**src/design/strong_probable_prime_test_defines.svh**
```systemverilog
// ----------------------------------------------------------------------------
// strong_probable_prime_test_defines
// Assertion macros shared by the design files.
// ----------------------------------------------------------------------------
`ifndef STRONG_PROBABLE_PRIME_TEST_DEFINES_SVH
`define STRONG_PROBABLE_PRIME_TEST_DEFINES_SVH

// Checks that an implication holds at every clock edge outside reset.
`define SPRP_ASSERT(label, clk, rst_n, prop, msg) \
    label: assert property (@(posedge clk) disable iff (!rst_n) prop) else $error(msg);

// Checks that a signal is one-hot or zero at every clock edge outside reset.
`define SPRP_ONEHOT0(label, clk, rst_n, sig, msg) \
    label: assert property (@(posedge clk) disable iff (!rst_n) $onehot0(sig)) else $error(msg);

`endif

```
**src/design/sprp_pkg.sv**
```systemverilog
// ----------------------------------------------------------------------------
// sprp_pkg
// Types and constants for the strong probable prime test block.
// ----------------------------------------------------------------------------
package sprp_pkg;

    localparam int WIDTH = 32;
    localparam int CNT_W = $clog2(WIDTH + 1);

    typedef struct packed {
        logic [31:0] candidate;
        logic [31:0] base;
    } sprp_in_t;

    typedef struct packed {
        logic probable_prime;
        logic invalid_candidate;
    } sprp_out_t;

    // Modular multiplier request.
    typedef struct packed {
        logic             start;
        logic [WIDTH-1:0] x;
        logic [WIDTH-1:0] y;
        logic [WIDTH-1:0] n;
    } sprp_mul_req_t;

    typedef enum logic [3:0] {
        ST_IDLE,
        ST_SPLIT,
        ST_REDUCE,
        ST_EXP_MUL,
        ST_EXP_WAIT_MUL,
        ST_EXP_SQR,
        ST_EXP_WAIT_SQR,
        ST_CHECK,
        ST_SQR,
        ST_SQR_WAIT,
        ST_DONE
    } sprp_state_t;

    // (x + y) mod n for x, y < n.
    function automatic logic [WIDTH-1:0] add_mod(input logic [WIDTH-1:0] x,
                                                 input logic [WIDTH-1:0] y,
                                                 input logic [WIDTH-1:0] n);
        logic [WIDTH-1:0] room;
        room = n - y;
        return (x >= room) ? (x - room) : (x + y);
    endfunction

endpackage

```
**src/design/sprp_mulmod.sv**
```systemverilog
// ----------------------------------------------------------------------------
// sprp_mulmod
// Bit-serial modular multiplier: one bit of y per cycle, shift-and-add.
// ----------------------------------------------------------------------------
`include "strong_probable_prime_test_defines.svh"

module sprp_mulmod (
    input  logic                           clk,
    input  logic                           rst_n,
    input  sprp_pkg::sprp_mul_req_t        req,
    output logic                           busy,
    output logic                           done,
    output logic [sprp_pkg::WIDTH-1:0]     result
);
    import sprp_pkg::*;

    logic [WIDTH-1:0] acc_reg, acc_next;
    logic [WIDTH-1:0] x_reg, x_next;
    logic [WIDTH-1:0] y_reg, y_next;
    logic [WIDTH-1:0] n_reg, n_next;
    logic             busy_reg, busy_next;
    logic             done_reg, done_next;

    always_comb
    begin
        acc_next  = acc_reg;
        x_next    = x_reg;
        y_next    = y_reg;
        n_next    = n_reg;
        busy_next = busy_reg;
        done_next = 1'b0;
        if (req.start)
        begin
            acc_next  = '0;
            x_next    = req.x;
            y_next    = req.y;
            n_next    = req.n;
            busy_next = 1'b1;
        end
        else if (busy_reg)
        begin
            if (y_reg == '0)
            begin
                busy_next = 1'b0;
                done_next = 1'b1;
            end
            else
            begin
                if (y_reg[0])
                begin
                    acc_next = add_mod(acc_reg, x_reg, n_reg);
                end
                x_next = add_mod(x_reg, x_reg, n_reg);
                y_next = y_reg >> 1;
            end
        end
    end

    always_ff @(posedge clk or negedge rst_n)
    begin
        if (!rst_n)
        begin
            busy_reg <= 1'b0;
            done_reg <= 1'b0;
        end
        else
        begin
            busy_reg <= busy_next;
            done_reg <= done_next;
        end
    end

    always_ff @(posedge clk)
    begin
        acc_reg <= acc_next;
        x_reg   <= x_next;
        y_reg   <= y_next;
        n_reg   <= n_next;
    end

    assign busy   = busy_reg;
    assign done   = done_reg;
    assign result = acc_reg;

    `SPRP_ASSERT(a_done_after_busy, clk, rst_n, done_reg |-> $past(busy_reg), "done without busy")
    `SPRP_ASSERT(a_no_busy_done, clk, rst_n, done_reg |-> !busy_reg, "done while busy")
    `SPRP_ASSERT(a_acc_below_n, clk, rst_n, (busy_reg && !req.start) |-> (acc_reg < n_reg), "accumulator not reduced")

endmodule

```
**config.mk**
```make
export PLATFORM = sky130hd
export DESIGN_NAME = sprp_mulmod
export DESIGN_NICKNAME = d
export VERILOG_FILES = /design/src/design/sprp_pkg.sv /design/src/design/sprp_mulmod.sv
export VERILOG_INCLUDE_DIRS = /design/src /design/src/design
export SDC_FILE = /design/constraint.sdc
export NUM_CORES = 1
export LEC_CHECK = 0
export BUFFER_PORTS_ARGS = -buffer_cell sky130_fd_sc_hd__buf_4
export CAP_MARGIN = 20
export CORE_MARGIN = 3
export CORE_UTILIZATION = 39
export CTS_CLUSTER_DIAMETER = 60
export DETAILED_ROUTE_END_ITERATION = 6
export PLACE_DENSITY = 0.68
export SLEW_MARGIN = 10
export SYNTH_ARGS = -nofsm -noshare
export SYNTH_HDL_FRONTEND = slang
export SYNTH_SLANG_ARGS = --single-unit
```
**constraint.sdc**
```tcl
create_clock -name clk -period 6.2 [get_ports clk]
set_clock_uncertainty 0.15 [all_clocks]
set_input_delay 0.62 -clock clk [delete_from_list [all_inputs] [get_ports clk]]
set_output_delay 0.62 -clock clk [all_outputs]
set_load 0.02 [all_outputs]
```
== Word level (Yosys, flattened, before mapping) ==
Index checks and enable logic that the tools add are counted.
Cells by class
  eq/ne operators: 1
  bitwise logic cells: 1
  multiplexer cells: 14
  reductions and logical operators: 4
  $lt $le $gt $ge: 2
  $add $sub $neg: 5
Operator list (number)
  $mux W32: 8
  $sub A32 B32 Y32: 3
  $add A32 B32 Y32: 2
  $ge A32 B32 Y1: 2
  $logic_not A32 Y1: 1
  $mux W1: 6
  $reduce_and A3 Y1: 1
  $ne A2 B2 Y1 const B: 1
  $reduce_and A2 Y1: 1
  $reduce_bool A2 Y1: 1
  $not A1 Y1: 1
Storage, ports and cells
  bits in registers: 130
  logic and storage cells: 33
  output and inout bits: 34

== Logic depth before layout (Yosys ltp) ==
  depth after elaboration: 6
  mapped depth: 29
  mapped depth without buffers: 27

== Least setup slack after synthesis ==
Ideal clock, no wire load.
  path type: register to register
  start: register x_reg[0]
  end: register x_reg[23], data pin
  required time: 5.880 ns
  setup slack: 0.799 ns
  setup time: 0.170 ns
  stages on the path, launching flop included: 24
  arrival: 5.081 ns
  period minus slack after synthesis: 5.401 ns
  cells stage by stage: edfxtp_1 ha_1 inv_1 fa_1 a211oi_1 o21bai_1 a21oi_1 o21ai_0 a21oi_1 o21bai_1 and2_1 nor2_1 xor2_1 ha_1 a21oi_1 nand3b_1 o21ai_0 o311ai_2 maj3_2 maj3_4 a31o_2 a31oi_1 mux2_2 a311oi_2
Between the ends
  longest elaborated chain between the ends: 6
RTL lines
  start: declaration: RTL line sprp_mulmod.sv:18  | logic [WIDTH-1:0] x_reg, x_next;
  start signal: assignment: RTL line sprp_mulmod.sv:76  | x_reg <= x_next;
  $sub A32 B32 Y32: RTL line sprp_pkg.sv:47  | room = n - y;
  $sub A32 B32 Y32 / $ge A32 B32 Y1 (equally long branches): RTL line sprp_pkg.sv:48  | return (x >= room) ? (x - room) : (x + y);
  $mux W32 *: RTL line sprp_pkg.sv:48
  $mux W32 *: RTL line sprp_mulmod.sv:42  | if (y_reg == '0)
  $mux W32 *: RTL line sprp_mulmod.sv:40  | else if (busy_reg)
  $mux W32 *: RTL line sprp_mulmod.sv:32  | if (req.start)
  net x_next[23]: RTL line sprp_mulmod.sv:18
Mark *: on every way through the listed nets, which the timed path passes. The rest lies on a longest branch. The select of a mux whose other input is x is not followed.
A chain may end at the register's enable or synchronous reset.

== Final worst setup path ==
  start: register n_reg[0]
  end: register x_reg[23], data pin
Between the ends
  longest elaborated chain between the ends: 6
RTL lines
  start: declaration: RTL line sprp_mulmod.sv:20  | logic [WIDTH-1:0] n_reg, n_next;
  start signal: assignment: RTL line sprp_mulmod.sv:78  | n_reg <= n_next;
  $sub A32 B32 Y32 *: RTL line sprp_pkg.sv:47
  $sub A32 B32 Y32 / $ge A32 B32 Y1 (equally long branches): RTL line sprp_pkg.sv:48
  $mux W32 *: RTL line sprp_pkg.sv:48
  $mux W32 *: RTL line sprp_mulmod.sv:42
  $mux W32 *: RTL line sprp_mulmod.sv:40
  $mux W32 *: RTL line sprp_mulmod.sv:32
  net x_next[23]: RTL line sprp_mulmod.sv:18
Marked as above.

==> results.toml <==
[die]
die_h_um = 179.6
fp-row-count = 62
dieArea_um2 = 32240
ioPinCount = 133
start_util_pct = 40.28
core_area_um2 = 29170
die_w_um = 179.6

[yosys]
syn_area_um2 = 11750
synth_ff_type = "edfxtp_1"
ys_async_sr_fraction_pct = 1.538
synth_top_area_share_pct = 24.54
yosysUniqueCellTypes = 87
seq_area_frac_synth_pct = 30.42
ys_ff_latch = 130
synth-edff-count = 96
ys_warn_count = 0
synth_nets = 1550
synth.avg_cell_area_um2 = 8.874
ys_top_cells_by_count = "a21oi_1 (135), ha_1 (123), nor2_1 (100)"
yosysTopAreaCell = "edfxtp_1"
yosysMostFrequentCell = "a21oi_1"
synth.area.top_cells = "edfxtp_1 (25%), ha_1 (13%), a21oi_1 (5.8%)"
syn_inst = 1324

[layout]
antenna_cells = 0
nets = 1721
final_cell_area_um2 = 14340
syn2layout_area_growth_pct = 22.01
drive_above_1_share_pct = 20.50

[timing]
period_share_pct = 96.02
finalCriticalPeriod_ns = 5.954
max_clock_freq_ghz = 0.1680
maxSlewHeadroom_pct = 31.06
slew_violations = 0
hold_slack_ns = 0.2039
setup_viol = 0
finalHoldViolations = 0
tightest_slew_ns = 1.034

[critical_path]
cp_max_fo = 4
path_class = "reg -> reg"
end_kind = "flip-flop"
cp.arrival_ns = 6.07
cp-start-kind = "flip-flop"
required_ns = 6.32

[routing]
drt_iter0_drc = 674
routed_wl_um = 34160
route.antenna.remaining_nets = 0
post_drt_wl_per_cell_um = 18.06
firstDrtPassIters = 6
vias_per_cell = 5.634
drc = 0
vias = 10650

[grt]
antenna_found_initial = 0
grt_max_degree = 87
overflow = 0
grt_use_total_pct = 20.29
grt_pass1_vias = 10160
grt_pass1_wl_um = 53220

[placement]
dp_hpwl_um = 26120
routabilityCongestion = 0.9300
place_area_um2 = 13370
port_buffers = 132

[min_path]
hold_path.class = "in -> reg"

[clock_tree]
cts_tree = "done"
clk_pin_slew_ns = 0.07
cts.sinks = 130
numCtsBuffers = 17
clockBufferDepth = 2
cts_root_buffer = "clkbuf_16"
clk_latency_ns = 0.44
h-tree-depth = 4

[run_status]
status = "finished, final reports clean"

[run]
drv_cap = 0
what timing repair did:
| item | 4_1_cts | 5_1_grt |
|---|---|---|
| endpoints found under the hold margin | 2 | 0 |
| setup endpoints to repair | 0 | 64 |
| hold buffers | 1 | 0 |
| setup buffers | 0 | 21 |
| gates resized for setup | 0 | 25 |
area by class of cell:
class / count / area [um2]
clock buffer: 18 / 429.2
sequential: 130 / 3573
tap: 384 / 480.5
clock inverter: 13 / 150.1
timing repair buffer: 192 / 1559
multi-input combinational: 1069 / 7824
fill: 2765 / 14830
inverter: 85 / 319.1
cells in the final DEF, fill, tap and decap left out, drive strengths merged, types with 7 or more instances in the layout:
cell type  count
a221oi         7
o21a          20
xnor2         63
nand2         85
a31oi         15
a21oi        139
xor2          37
ha           123
inv           91
buf          187
mux2i         12
o21bai        13
edfxtp        96
dfxtp         32
a31o           7
nor3          29
o31ai          8
nand4         12
nor4          10
nor2         100
a211oi        26
and2          10
mux2          32
nand3         22
and3          17
o21ai        100
nand2b        14
a21o          48
clkbuf        22
nor2b         13
o211ai        18
metal layers:
metal  GRT usage, %  wire length (um)
met1          29.39             16250
met2          31.22             14990
met3          3.496              2136
met4          5.631               779
met5              0                 0
kinds of logic after synthesis:
kind of cell             count (synthesis)  share of synthesized area [%]
AO/OA/AOI/OAI                          455                          25.56
flip-flops                             130                          30.42
adder cells (fa/ha/maj)                132                          14.26
buffers and inverters                  125                          4.196
AND/OR/NAND/NOR                        337                          13.67
multiplexers                            44                          4.090
XOR/XNOR                               101                          7.806
path summary, 6_finish.rpt:
path	start	to	slack (ns)	cells past startpoint
worst max-delay path	n_reg[0]	x_reg[23]	0.25	27
worst min-delay path	req[24]	n_reg[24]	0.20	1
worst max register to register	n_reg[0]	x_reg[23]	0.25	27
worst min register to register	result[14]	result[14]	0.38	2
max in group asynchronous	rst_n	busy	5.46	2
min in group asynchronous	rst_n	done	0.36	2
metrics by stage:
stage	util [%]	setup slack [ns]	TNS (ns)	instances
after CTS	47.85	0.02116	0	1867
final	49.15	0.2465	0	1891
after detailed placement	45.83	0.08976	0	1835
after global placement	45.83	0.1398	0	1835
after global routing	49.15	-0.06580	-0.5569	1891
after floorplan	-	0.7994	0	1324
critical path, cell delays in order (launching register included):
cell and delay [ns]:
edfxtp_1 0.40, inv_1 0.07, ha_1 0.17, inv_1 0.06, fa_2 0.37, a211oi_2 0.28
o21bai_2 0.14, a21oi_2 0.18, o21ai_1 0.11, a21oi_2 0.19, o21bai_1 0.08, and2_1 0.17
o21ai_0 0.16, nand2b_1 0.09, a21oi_2 0.18, xor2_2 0.21, ha_2 0.33, buf_4 0.15
a21oi_1 0.19, nor3_1 0.07, nor2_1 0.12, o311ai_2 0.15, maj3_2 0.36, maj3_4 0.37
a31o_2 0.28, a31oi_1 0.20, mux2_2 0.36, a311oi_2 0.19
Power is not shown: default switching activity piles up to over one toggle a cycle in this logic, so the estimate is an artifact.
